### src/alignment_block_line_parser_defines.svh
// Assertion macros for the alignment block line parser.
// Included by the top level; no other dependencies.
`ifndef ALIGNMENT_BLOCK_LINE_PARSER_DEFINES_SVH
`define ALIGNMENT_BLOCK_LINE_PARSER_DEFINES_SVH
`ifndef NO_ASSERTIONS
`define ALP_ASSERT(lbl, prop, msg) \
  lbl: assert property (@(posedge clk_i) disable iff (!rst_ni) prop) else $error(msg);
`define ALP_ASSERT_RST(lbl, prop, msg) \
  lbl: assert property (@(posedge clk_i) prop) else $error(msg);
`else
`define ALP_ASSERT(lbl, prop, msg)
`define ALP_ASSERT_RST(lbl, prop, msg)
`endif
`endif

### src/alp_pkg.sv
// Types, codes and helper functions of the alignment block line parser.
// Used by alp_core, alp_outbuf and the top level.
package alp_pkg;

  typedef enum logic [11:0] {
    PH_LINE    = 12'b0000_0000_0001,
    PH_SECOND  = 12'b0000_0000_0010,
    PH_SKIP    = 12'b0000_0000_0100,
    PH_PRENAME = 12'b0000_0000_1000,
    PH_NAME    = 12'b0000_0001_0000,
    PH_NPRE    = 12'b0000_0010_0000,
    PH_NSIGN   = 12'b0000_0100_0000,
    PH_NDIG    = 12'b0000_1000_0000,
    PH_STRAND  = 12'b0001_0000_0000,
    PH_PREBASE = 12'b0010_0000_0000,
    PH_BASES   = 12'b0100_0000_0000,
    PH_TAIL    = 12'b1000_0000_0000
  } phase_e;

  typedef enum logic [2:0] {
    KIND_START = 3'd0,
    KIND_NAME  = 3'd1,
    KIND_BASE  = 3'd2,
    KIND_ROW   = 3'd3,
    KIND_END   = 3'd4,
    KIND_ERROR = 3'd5
  } kind_e;

  typedef enum logic [1:0] {
    ERR_MALFORMED = 2'd0,
    ERR_OUTSIDE   = 2'd1,
    ERR_COLUMNS   = 2'd2,
    ERR_UNEXPECT  = 2'd3
  } err_e;

  typedef enum logic [1:0] {
    FUNC_BYTE = 2'd0,
    FUNC_EOL  = 2'd1,
    FUNC_EOI  = 2'd2
  } func_e;

  localparam logic [1:0] FLD_START  = 2'd0;
  localparam logic [1:0] FLD_LENGTH = 2'd1;
  localparam logic [1:0] FLD_SOURCE = 2'd2;

  localparam logic [7:0] CH_S   = 8'h73;
  localparam logic [7:0] CH_A   = 8'h61;
  localparam logic [7:0] CH_TAB = 8'h09;
  localparam logic [7:0] CH_SP  = 8'h20;
  localparam logic [7:0] CH_PLS = 8'h2b;
  localparam logic [7:0] CH_MIN = 8'h2d;
  localparam logic [7:0] CH_CR  = 8'h0d;
  localparam logic [7:0] CH_LF  = 8'h0a;
  localparam logic [7:0] CH_I   = 8'h69;
  localparam logic [7:0] CH_E   = 8'h65;
  localparam logic [7:0] CH_Q   = 8'h71;
  localparam logic [7:0] CH_0   = 8'h30;
  localparam logic [7:0] CH_9   = 8'h39;

  localparam logic [63:0] MAG_CAP     = 64'h8000_0000_0000_0000;
  localparam logic [63:0] MAG_CAP_D10 = MAG_CAP / 64'd10;

  localparam int unsigned TDATA_BITS = 256;

  typedef struct packed {
    kind_e       kind;
    logic [7:0]  out_byte;
    logic [63:0] row_start;
    logic [63:0] row_length;
    logic        row_strand;
    logic [63:0] source_length;
    logic [15:0] row_index;
    logic [31:0] column_total;
    err_e        error_code;
    logic        last;
  } res_t;

  typedef struct packed {
    logic [1:0] n;
    res_t       r0;
    res_t       r1;
  } res_set_t;

  function automatic logic is_ws(input logic [7:0] b);
    return (b == CH_TAB) || (b == CH_SP);
  endfunction

  function automatic logic is_digit(input logic [7:0] b);
    return (b >= CH_0) && (b <= CH_9);
  endfunction

  function automatic logic is_sign(input logic [7:0] b);
    return (b == CH_PLS) || (b == CH_MIN);
  endfunction

  function automatic logic is_eolch(input logic [7:0] b);
    return (b == CH_CR) || (b == CH_LF);
  endfunction

  // Multiply by ten and add the digit, saturating the magnitude.
  function automatic logic [63:0] acc_step(input logic [63:0] acc, input logic [7:0] b);
    logic [63:0] t;
    t = (acc << 3) + (acc << 1) + {60'd0, b[3:0]};
    if (acc > MAG_CAP_D10) return MAG_CAP;
    if (t > MAG_CAP) return MAG_CAP;
    return t;
  endfunction

  function automatic logic [63:0] sat_value(input logic [63:0] acc, input logic neg);
    if (neg) return (~acc) + 64'd1;
    if (acc >= MAG_CAP) return MAG_CAP - 64'd1;
    return acc;
  endfunction

endpackage

### src/alp_core.sv
// Parse state and per-item next-state logic of the alignment block line parser.
// Depends on alp_pkg.
module alp_core #(
  parameter int unsigned COLUMN_BITS = 32,
  parameter int unsigned ROW_BITS    = 16
) (
  input  logic              clk_i,
  input  logic              rst_ni,
  input  logic              fire_i,
  input  logic [1:0]        func_i,
  input  logic [7:0]        byte_i,
  output alp_pkg::res_set_t res_o
);
  import alp_pkg::*;

  phase_e                 ph_q, ph_d;
  logic [1:0]             fld_q, fld_d;
  logic                   inside_q, inside_d;
  logic                   first_a_q, first_a_d;
  logic [63:0]            acc_q, acc_d;
  logic                   neg_q, neg_d;
  logic [63:0]            hstart_q, hstart_d;
  logic [63:0]            hlen_q, hlen_d;
  logic                   hstrand_q, hstrand_d;
  logic [63:0]            hsrc_q, hsrc_d;
  logic [COLUMN_BITS-1:0] base_q, base_d;
  logic [COLUMN_BITS-1:0] cols_q, cols_d;
  logic [ROW_BITS-1:0]    rows_q, rows_d;

  logic        p_valid, p_row, ev_npre1, ev_strand, ev_prebase, eoi_end;
  kind_e       p_kind;
  err_e        p_code;
  logic [7:0]  p_byte;
  logic [63:0] nval;
  logic [ROW_BITS+15:0]    rows_ext;
  logic [COLUMN_BITS+31:0] base_ext;
  res_t        prim, blk_end;

  always_comb begin
    ph_d = ph_q; fld_d = fld_q; inside_d = inside_q; first_a_d = first_a_q;
    acc_d = acc_q; neg_d = neg_q; hstart_d = hstart_q; hlen_d = hlen_q;
    hstrand_d = hstrand_q; hsrc_d = hsrc_q; base_d = base_q; cols_d = cols_q;
    rows_d = rows_q;
    p_valid = 1'b0; p_row = 1'b0; p_kind = KIND_START; p_code = ERR_MALFORMED;
    p_byte = 8'd0; ev_npre1 = 1'b0; ev_strand = 1'b0; ev_prebase = 1'b0;
    eoi_end = 1'b0;
    nval = sat_value(acc_q, neg_q);

    if (func_i == FUNC_BYTE) begin
      unique case (ph_q)
        PH_LINE: begin
          if (inside_q) begin
            if (is_eolch(byte_i)) begin
              p_valid = 1'b1; p_kind = KIND_END; inside_d = 1'b0; ph_d = PH_SKIP;
            end else if (byte_i == CH_S) begin
              first_a_d = 1'b0; ph_d = PH_SECOND;
            end else if (byte_i == CH_I || byte_i == CH_E || byte_i == CH_Q) begin
              ph_d = PH_SKIP;
            end else begin
              p_valid = 1'b1; p_kind = KIND_ERROR; p_code = ERR_UNEXPECT;
              ph_d = PH_SKIP; inside_d = 1'b0;
            end
          end else if (byte_i == CH_A || byte_i == CH_S) begin
            first_a_d = (byte_i == CH_A); ph_d = PH_SECOND;
          end else begin
            ph_d = PH_SKIP;
          end
        end
        PH_SECOND: begin
          ph_d = PH_SKIP;
          if (inside_q) begin
            if (is_ws(byte_i)) begin
              base_d = '0; hstart_d = '0; hlen_d = '0; hstrand_d = 1'b0; hsrc_d = '0;
              ph_d = PH_PRENAME;
            end else begin
              p_valid = 1'b1; p_kind = KIND_ERROR; p_code = ERR_UNEXPECT;
              inside_d = 1'b0;
            end
          end else if (first_a_q) begin
            if (is_ws(byte_i) || is_eolch(byte_i)) begin
              p_valid = 1'b1; p_kind = KIND_START; inside_d = 1'b1;
              rows_d = '0; cols_d = '0;
            end
          end else if (is_ws(byte_i)) begin
            p_valid = 1'b1; p_kind = KIND_ERROR; p_code = ERR_OUTSIDE; inside_d = 1'b0;
          end
        end
        PH_PRENAME, PH_NAME: begin
          if (is_ws(byte_i)) begin
            if (ph_q == PH_NAME) begin
              ph_d = PH_NPRE; fld_d = FLD_START;
            end
          end else begin
            p_valid = 1'b1; p_kind = KIND_NAME; p_byte = byte_i; ph_d = PH_NAME;
          end
        end
        PH_NPRE: begin
          if (is_digit(byte_i)) begin
            acc_d = {60'd0, byte_i[3:0]}; neg_d = 1'b0; ph_d = PH_NDIG;
          end else if (is_sign(byte_i)) begin
            acc_d = '0; neg_d = (byte_i == CH_MIN); ph_d = PH_NSIGN;
          end else if (!is_ws(byte_i)) begin
            // empty field reads as zero; byte goes on to the strand or bases
            acc_d = '0; neg_d = 1'b0;
            unique case (fld_q)
              FLD_START:  begin hstart_d = '0; hlen_d = '0; ev_strand = 1'b1; end
              FLD_LENGTH: begin hlen_d = '0; ev_strand = 1'b1; end
              default:    begin hsrc_d = '0; ev_prebase = 1'b1; end
            endcase
          end
        end
        PH_NSIGN: begin
          if (is_digit(byte_i)) begin
            acc_d = {60'd0, byte_i[3:0]}; ph_d = PH_NDIG;
          end else begin
            p_valid = 1'b1; p_kind = KIND_ERROR; p_code = ERR_MALFORMED;
            ph_d = PH_SKIP; inside_d = 1'b0;
          end
        end
        PH_NDIG: begin
          if (is_digit(byte_i)) begin
            acc_d = acc_step(acc_q, byte_i);
          end else begin
            unique case (fld_q)
              FLD_START:  begin hstart_d = nval; ev_npre1 = 1'b1; end
              FLD_LENGTH: begin hlen_d = nval; ev_strand = 1'b1; end
              default:    begin hsrc_d = nval; ev_prebase = 1'b1; end
            endcase
          end
        end
        PH_STRAND: ev_strand = 1'b1;
        PH_PREBASE, PH_BASES: begin
          // once bases have begun, tabs and spaces count as bases
          if (is_eolch(byte_i)) begin
            ph_d = PH_TAIL;
          end else if (!(ph_q == PH_PREBASE && is_ws(byte_i))) begin
            if (base_q != '1) base_d = base_q + 1'b1;
            p_valid = 1'b1; p_kind = KIND_BASE; p_byte = byte_i; ph_d = PH_BASES;
          end
        end
        default: ;
      endcase

      if (ev_npre1) begin
        if (is_ws(byte_i)) begin
          ph_d = PH_NPRE; fld_d = FLD_LENGTH;
        end else if (is_sign(byte_i)) begin
          acc_d = '0; neg_d = (byte_i == CH_MIN); ph_d = PH_NSIGN; fld_d = FLD_LENGTH;
        end else begin
          acc_d = '0; neg_d = 1'b0; hlen_d = '0; ev_strand = 1'b1;
        end
      end
      if (ev_strand) begin
        if (is_ws(byte_i)) begin
          ph_d = PH_STRAND;
        end else if (is_sign(byte_i)) begin
          hstrand_d = (byte_i == CH_PLS); ph_d = PH_NPRE; fld_d = FLD_SOURCE;
        end else begin
          p_valid = 1'b1; p_kind = KIND_ERROR; p_code = ERR_MALFORMED;
          ph_d = PH_SKIP; inside_d = 1'b0;
        end
      end
      if (ev_prebase) begin
        if (is_eolch(byte_i)) begin
          ph_d = PH_TAIL;
        end else if (is_ws(byte_i)) begin
          ph_d = PH_PREBASE;
        end else begin
          if (base_q != '1) base_d = base_q + 1'b1;
          p_valid = 1'b1; p_kind = KIND_BASE; p_byte = byte_i; ph_d = PH_BASES;
        end
      end
    end else begin
      // end of line or end of input
      unique case (ph_q)
        PH_LINE: begin
          if (inside_q) begin
            p_valid = 1'b1; p_kind = KIND_END; inside_d = 1'b0;
          end
        end
        PH_SECOND: begin
          if (inside_q) begin
            p_valid = 1'b1; p_kind = KIND_ERROR; p_code = ERR_UNEXPECT; inside_d = 1'b0;
          end else if (first_a_q) begin
            p_valid = 1'b1; p_kind = KIND_START; inside_d = 1'b1;
            rows_d = '0; cols_d = '0;
          end
        end
        PH_SKIP: ;
        PH_PRENAME, PH_NAME, PH_NPRE, PH_NSIGN, PH_NDIG, PH_STRAND,
        PH_PREBASE, PH_BASES, PH_TAIL: begin
          if ((ph_q == PH_NPRE || ph_q == PH_NDIG) && fld_q == FLD_SOURCE) begin
            hsrc_d = (ph_q == PH_NDIG) ? nval : 64'd0;
            ev_prebase = 1'b1;
          end else if (ph_q == PH_PREBASE || ph_q == PH_BASES || ph_q == PH_TAIL) begin
            ev_prebase = 1'b1;
          end else begin
            p_valid = 1'b1; p_kind = KIND_ERROR; p_code = ERR_MALFORMED; inside_d = 1'b0;
          end
          // row completion
          if (ev_prebase) begin
            if (rows_q != '1) rows_d = rows_q + 1'b1;
            p_valid = 1'b1; p_row = 1'b1;
            if (rows_q == '0) begin
              cols_d = base_q; p_kind = KIND_ROW;
            end else if (base_q != cols_q) begin
              p_kind = KIND_ERROR; p_code = ERR_COLUMNS; inside_d = 1'b0;
            end else begin
              p_kind = KIND_ROW;
            end
          end
        end
        default: ;
      endcase
      ph_d = PH_LINE;
      if (func_i != FUNC_EOL) begin
        eoi_end = inside_d;
        inside_d = 1'b0;
      end
    end
  end

  assign rows_ext = {16'd0, rows_d};
  assign base_ext = {32'd0, base_d};

  always_comb begin
    prim = '0;
    prim.kind = p_kind;
    prim.out_byte = p_byte;
    if (p_kind == KIND_ERROR) prim.error_code = p_code;
    if (p_row) begin
      prim.row_start     = hstart_d;
      prim.row_length    = hlen_d;
      prim.row_strand    = hstrand_d;
      prim.source_length = hsrc_d;
      prim.row_index     = rows_ext[15:0];
      prim.column_total  = base_ext[31:0];
    end
    blk_end = '0;
    blk_end.kind = KIND_END;
    blk_end.last = 1'b1;
    res_o = '0;
    if (p_valid && eoi_end) begin
      res_o.n = 2'd2; res_o.r0 = prim; res_o.r1 = blk_end;
    end else if (p_valid) begin
      prim.last = 1'b1;
      res_o.n = 2'd1; res_o.r0 = prim;
    end else if (eoi_end) begin
      res_o.n = 2'd1; res_o.r0 = blk_end;
    end
  end

  always_ff @(posedge clk_i or negedge rst_ni) begin
    if (!rst_ni) begin
      ph_q <= PH_LINE; fld_q <= FLD_START; inside_q <= 1'b0; first_a_q <= 1'b0;
      acc_q <= '0; neg_q <= 1'b0; hstart_q <= '0; hlen_q <= '0; hstrand_q <= 1'b0;
      hsrc_q <= '0; base_q <= '0; cols_q <= '0; rows_q <= '0;
    end else if (fire_i) begin
      ph_q <= ph_d; fld_q <= fld_d; inside_q <= inside_d; first_a_q <= first_a_d;
      acc_q <= acc_d; neg_q <= neg_d; hstart_q <= hstart_d; hlen_q <= hlen_d;
      hstrand_q <= hstrand_d; hsrc_q <= hsrc_d; base_q <= base_d; cols_q <= cols_d;
      rows_q <= rows_d;
    end
  end

endmodule

### src/alp_outbuf.sv
// Two-entry result register of the alignment block line parser.
// Depends on alp_pkg.
module alp_outbuf (
  input  logic              clk_i,
  input  logic              rst_ni,
  input  logic              load_i,
  input  alp_pkg::res_set_t set_i,
  output logic              room_o,
  output logic              valid_o,
  input  logic              ready_i,
  output alp_pkg::res_t     res_o
);
  import alp_pkg::*;

  logic [1:0] cnt_q;
  res_t       s0_q, s1_q;
  logic       pop;

  assign pop     = (cnt_q != 2'd0) && ready_i;
  assign valid_o = (cnt_q != 2'd0);
  assign res_o   = s0_q;
  // take a new item when empty or once the last waiting transfer leaves this cycle
  assign room_o  = (cnt_q == 2'd0) || (cnt_q == 2'd1 && ready_i);

  always_ff @(posedge clk_i or negedge rst_ni) begin
    if (!rst_ni) begin
      cnt_q <= 2'd0;
    end else if (load_i) begin
      cnt_q <= set_i.n;
    end else if (pop) begin
      cnt_q <= cnt_q - 2'd1;
    end
  end

  always_ff @(posedge clk_i) begin
    if (load_i) begin
      s0_q <= set_i.r0;
      s1_q <= set_i.r1;
    end else if (pop) begin
      s0_q <= s1_q;
    end
  end

endmodule

### src/alignment_block_line_parser.sv
// Top level of the alignment block line parser: input stream, parse core, result register.
// Depends on alp_pkg, alp_core, alp_outbuf and alignment_block_line_parser_defines.svh.
//
// Input stream: one item per transfer; tuser carries the item kind (text byte, end of
// line, end of input) and tdata the text byte. Output stream: result records; tuser
// carries the record kind, tdata the payload, tlast marks the final record of an item.
// Each item is parsed in the cycle it is taken; its records appear on the output in the
// cycle after. An item with no or one record leaves room for the next item, so while the
// receiver takes each record, throughput is one item per cycle; an item with two records
// (end of input closing a block) holds the input while the second record drains.
// The two-entry result register sets this rate.
// When the receiver stalls, records are held in the result register and the input
// deasserts tready unless it is empty or its last waiting record leaves in that cycle.
// Reset puts the parser at the start of a line outside any block, with all counters and
// held row fields cleared and no record pending.
`include "alignment_block_line_parser_defines.svh"
module alignment_block_line_parser #(
  parameter int unsigned COLUMN_BITS = 32,
  parameter int unsigned ROW_BITS    = 16
) (
  input  logic         clk_i,
  input  logic         rst_ni,
  input  logic         s_axis_tvalid_i,
  output logic         s_axis_tready_o,
  input  logic [7:0]   s_axis_tdata_i,  // [7:0] data_byte
  input  logic [1:0]   s_axis_tuser_i,  // [1:0] func
  output logic         m_axis_tvalid_o,
  input  logic         m_axis_tready_i,
  // [7:0] out_byte, [71:8] row_start, [135:72] row_length, [136] row_strand,
  // [200:137] source_length, [216:201] row_index, [248:217] column_total,
  // [250:249] error_code, [255:251] zero
  output logic [255:0] m_axis_tdata_o,
  output logic [2:0]   m_axis_tuser_o,  // [2:0] kind
  output logic         m_axis_tlast_o
);
  import alp_pkg::*;

  logic     fire;
  res_set_t set;
  res_t     res;

  assign fire = s_axis_tvalid_i && s_axis_tready_o;

  alp_core #(
    .COLUMN_BITS(COLUMN_BITS),
    .ROW_BITS   (ROW_BITS)
  ) u_core (
    .clk_i (clk_i),
    .rst_ni(rst_ni),
    .fire_i(fire),
    .func_i(s_axis_tuser_i),
    .byte_i(s_axis_tdata_i),
    .res_o (set)
  );

  alp_outbuf u_outbuf (
    .clk_i  (clk_i),
    .rst_ni (rst_ni),
    .load_i (fire),
    .set_i  (set),
    .room_o (s_axis_tready_o),
    .valid_o(m_axis_tvalid_o),
    .ready_i(m_axis_tready_i),
    .res_o  (res)
  );

  assign m_axis_tuser_o = res.kind;
  assign m_axis_tlast_o = res.last;
  assign m_axis_tdata_o = {5'd0, res.error_code, res.column_total, res.row_index,
                           res.source_length, res.row_strand, res.row_length,
                           res.row_start, res.out_byte};

  `ALP_ASSERT(a_kind_range, m_axis_tvalid_o |-> (m_axis_tuser_o <= KIND_ERROR), "bad kind")
  `ALP_ASSERT(a_code_on_err, (m_axis_tvalid_o && m_axis_tuser_o != KIND_ERROR) |-> (m_axis_tdata_o[250:249] == 2'd0), "error code outside error")
  `ALP_ASSERT(a_row_fields, (m_axis_tvalid_o && m_axis_tuser_o != KIND_ROW && m_axis_tuser_o != KIND_ERROR) |-> (m_axis_tdata_o[248:201] == 48'd0), "row fields outside row")
  `ALP_ASSERT_RST(a_reset_idle, !rst_ni |-> !m_axis_tvalid_o, "output valid in reset")

endmodule
### config.mk
export PLATFORM = sky130hd
export DESIGN_NAME = alignment_block_line_parser
export DESIGN_NICKNAME = d
export VERILOG_FILES = /design/src/alp_pkg.sv /design/src/alp_core.sv /design/src/alp_outbuf.sv /design/src/alignment_block_line_parser.sv
export VERILOG_INCLUDE_DIRS = /design/src /design/src/src
export SDC_FILE = /design/constraint.sdc
export NUM_CORES = 2
export LEC_CHECK = 0
export BUFFER_PORTS_ARGS = -buffer_cell sky130_fd_sc_hd__buf_2
export CORE_MARGIN = 5
export CORE_UTILIZATION = 55
export DETAILED_ROUTE_END_ITERATION = 7
export GPL_ROUTABILITY_DRIVEN = 0
export PLACE_DENSITY = 0.81
export SLEW_MARGIN = 10
export SYNTH_ARGS = -nofsm -noshare
export SYNTH_HDL_FRONTEND = slang
export SYNTH_SLANG_ARGS = --single-unit
export TNS_END_PERCENT = 1
### constraint.sdc
create_clock -name clk_i -period 7.5 [get_ports clk_i]
set_clock_uncertainty 0.1 [all_clocks]
set_input_delay 0.375 -clock clk_i [delete_from_list [all_inputs] [get_ports clk_i]]
set_output_delay 0.375 -clock clk_i [all_outputs]
set_load 0.05 [all_outputs]
==> impl_metrics.tcl <==
set metrics [dict create \
    clk_pin_slew_worst_paths_ps 60 \
    p_leak_nw 17.1 \
    cp.required_ps 7930 \
    clock_latency_ps 630 \
    met3_usage_pct 10.4 \
    holdCritPathClass "primary input to flop" \
    stdcell_count 4937 \
    final_common_cell "nand2_1" \
    async_flop_share_pct 58.2 \
    grt_pass1_vias 30100 \
    p_per_area_nw_per_um2 279 \
    grt.overflow.total 0 \
    drv_slew 0 \
    status "complete, but fails checks" \
    synth_top_area_share_pct 25.4 \
    htreeDepth 3 \
    synth-seq-cells 612 \
    clkSinkCount 612 \
    report.power.total_w 0.0109 \
    vias_per_cell 6.70 \
    wirelength_um 115000 \
    synthTopCellsByArea "dfrtp_1 (25%), edfxtp_1 (22%), nand2_1 (6.4%)" \
    die_w_um 262 \
    drc 1 \
    firstDrtPassIters 8 \
    syn_inst 3905 \
    synth_cell_types 91 \
    final_cell_mix "nand2_1 (593), o21ai_0 (388), nor2_1 (370)" \
    drive_gt1_share_pct 11.7 \
    drtIter0Drc 5649 \
    worst_pin_slew_ps 1370 \
    fp.dieH_um 262 \
    cp_max_fo 47 \
    cp-end-kind "flop" \
    synth_ff_type "dfrtp_1" \
    synth.cell_area_um2 34900 \
    yosysTopAreaCell "dfrtp_1" \
    max_cap_viol_count 0 \
    ant_nets 0 \
    ys_warn_count 0 \
    io_buffers 270 \
    initial_core_util_pct 55.5 \
    yosysSeqAreaShare_pct 47.5 \
    cts_setup_buffers 0 \
    irDropWorstVdd_mv 0.178 \
    use_met1_pct 43.5 \
    r2r.worst_path.cells 17 \
    vias 33100 \
    worstSetupPathType "flop to flop" \
    coreArea_um2 63000 \
    placementRows 92 \
    postSynthAreaPerCell_um2 8.95 \
    min_period_over_period_pct 82.4 \
    rsz0062_at_grt "false" \
    grt_max_degree 167 \
    nets 4177 \
    stdcell_area_um2 39100 \
    dp_hpwl_um 79400 \
    busiest_layer "met2" \
    dpl_cell_area_um2 36900 \
    setup_viol 0 \
    track_usage_pct 32.4 \
    tns_ps 0 \
    root_buffer "clkbuf_16" \
    timing.fmax_ghz 0.162 \
    cts_buffer_depth 3 \
    critPathArrivalTime_ps 6610 \
    cts_tree "done" \
    cts_made_buffers 67 \
    dieArea_um2 68700 \
    crit_path_start_kind "flop" \
    wire_per_inst_um 23.3 \
    num_io_pins 276 \
    postLayoutCoreUtil_pct 62.1 \
    min_period_ps 6180 \
    area.growth.synth_to_final_pct 12.0 \
    max-slew-margin-rel_pct 8.02 \
    use_met2_pct 47.2 \
    hold_depth 2 \
    violations "design-rule violations" \
    synth-edff-count 256 \
    hold_viol 0 \
    dp_cells 4806 \
    grt_pass1_wl_um 175000 \
    antenna_found_initial 3 \
]
-- routing by layer --
layer	part of all wire (%)	vias up
met5	0.020	-
met4	5.9	4
met3	14	467
met2	43	2479
met1	37	15600
li1	-	14600
-- registers in the layout (all words and copies together), names as in the netlist --
name / count
u_core.first_a_q: 1
u_core.hstart_q: 64
u_core.cols_q: 32
u_core.acc_q: 64
u_outbuf.cnt_q: 2
u_core.rows_q: 16
u_core.ph_q: 12
u_core.hstrand_q: 1
u_core.fld_q: 2
u_core.hsrc_q: 64
u_core.neg_q: 1
u_outbuf.s1_q: 1
u_core.hlen_q: 64
u_core.inside_q: 1
u_outbuf.res_o: 255
u_core.base_q: 32
-- cell families (layout without fill, tap and decap cells) --
group | Yosys count | in the layout | share of synthesized area [%]
xor gates and xnor gates | 99 | 99 | 2.48
muxes | 5 | 5 | 0.158
other | 1 | 9 | 0.0107
buffers and inverters | 316 | 494 | 3.53
and+or+nand+nor | 1582 | 1582 | 21.0
AOI/OAI and AO/OA | 1159 | 1159 | 20.6
DFF | 612 | 612 | 47.5
adders and majority gates | 131 | 131 | 4.73
-- metrics by stage --
| step | hold WS (ps) | worst slack, ps |
|---|---|---|
| floorplan | -20.6 | 2150 |
| global placement | 244 | 1470 |
| detailed placement | 249 | 1410 |
| CTS | 0.825 | 1430 |
| global route | 20.1 | 1020 |
| finish | 19.3 | 1320 |
-- final cells by class --
cell class,count,area [um2]
diodes,4,10.0
repair buffers,332,1860
well taps,846,1060
fillers,5049,23800
flip-flops and latches,612,16600
multi-input cells,2981,17200
inverters,38,143
clock buffers,94,1940
clock inverters,30,288
-- critical path, stage by stage, from the launching register on --
cell and delay [ps]:
dfrtp_1 520, inv_1 140, fa_1 500, fa_1 450, nand2b_1 220, a21oi_2 310, o21bai_1 160, a2111o_1 550
a211o_1 350, a21oi_1 310, a21oi_1 140, xnor2_1 150, or4_1 410, or4_4 540, o41ai_4 340, buf_4 530
a221oi_1 190, a21oi_1 160
-- where the power goes --
group          switching [W]  internal (W)  total [W]
registers           0.000223       0.00402    0.00424
clock network        0.00142       0.00196    0.00338
logic                0.00262      0.000661    0.00328
total                0.00426       0.00664     0.0109
-- synth_stat cells (all sizes together) (13+ instances only) --
master and number:
o211ai 37, and3 44, a22oi 21, a22o 96
xor2 54, buf 36, a21o 64, and2 41
nand4 52, or3 32, inv 37, nor3 85
o21ai 401, o31ai 29, a21oi 300, nor2 373
o22ai 27, nand3 110, dfrtp 355, xnor2 45
nor4 137, o21bai 13, nand2 595, ha 129
a221oi 28, edfxtp 256, a211oi 21, or2 18
a31oi 36, nand2b 27, clkbuf 242, nor2b 26
-- worst paths after layout --
check | slack, ps | end | start
max | 1320 | u_core.acc_q[1] | u_core.acc_q[2]
min | 20 | u_outbuf.res_o[250] | s_axis_tdata_i[6]
max reg2reg | 1320 | u_core.acc_q[1] | u_core.acc_q[2]
min reg2reg | 370 | u_core.hlen_q[41] | u_core.hlen_q[41]
max in group asynchronous | 5610 | u_core.hsrc_q[38] | rst_ni
min in group asynchronous | 190 | u_core.acc_q[9] | rst_ni
-- what timing repair did --
item | CTS | global route
hold endpoints to repair | 58 | 1
hold buffers | 2 | 1
resized for setup | 0 | 0
Power figures use the tool's default switching activity.
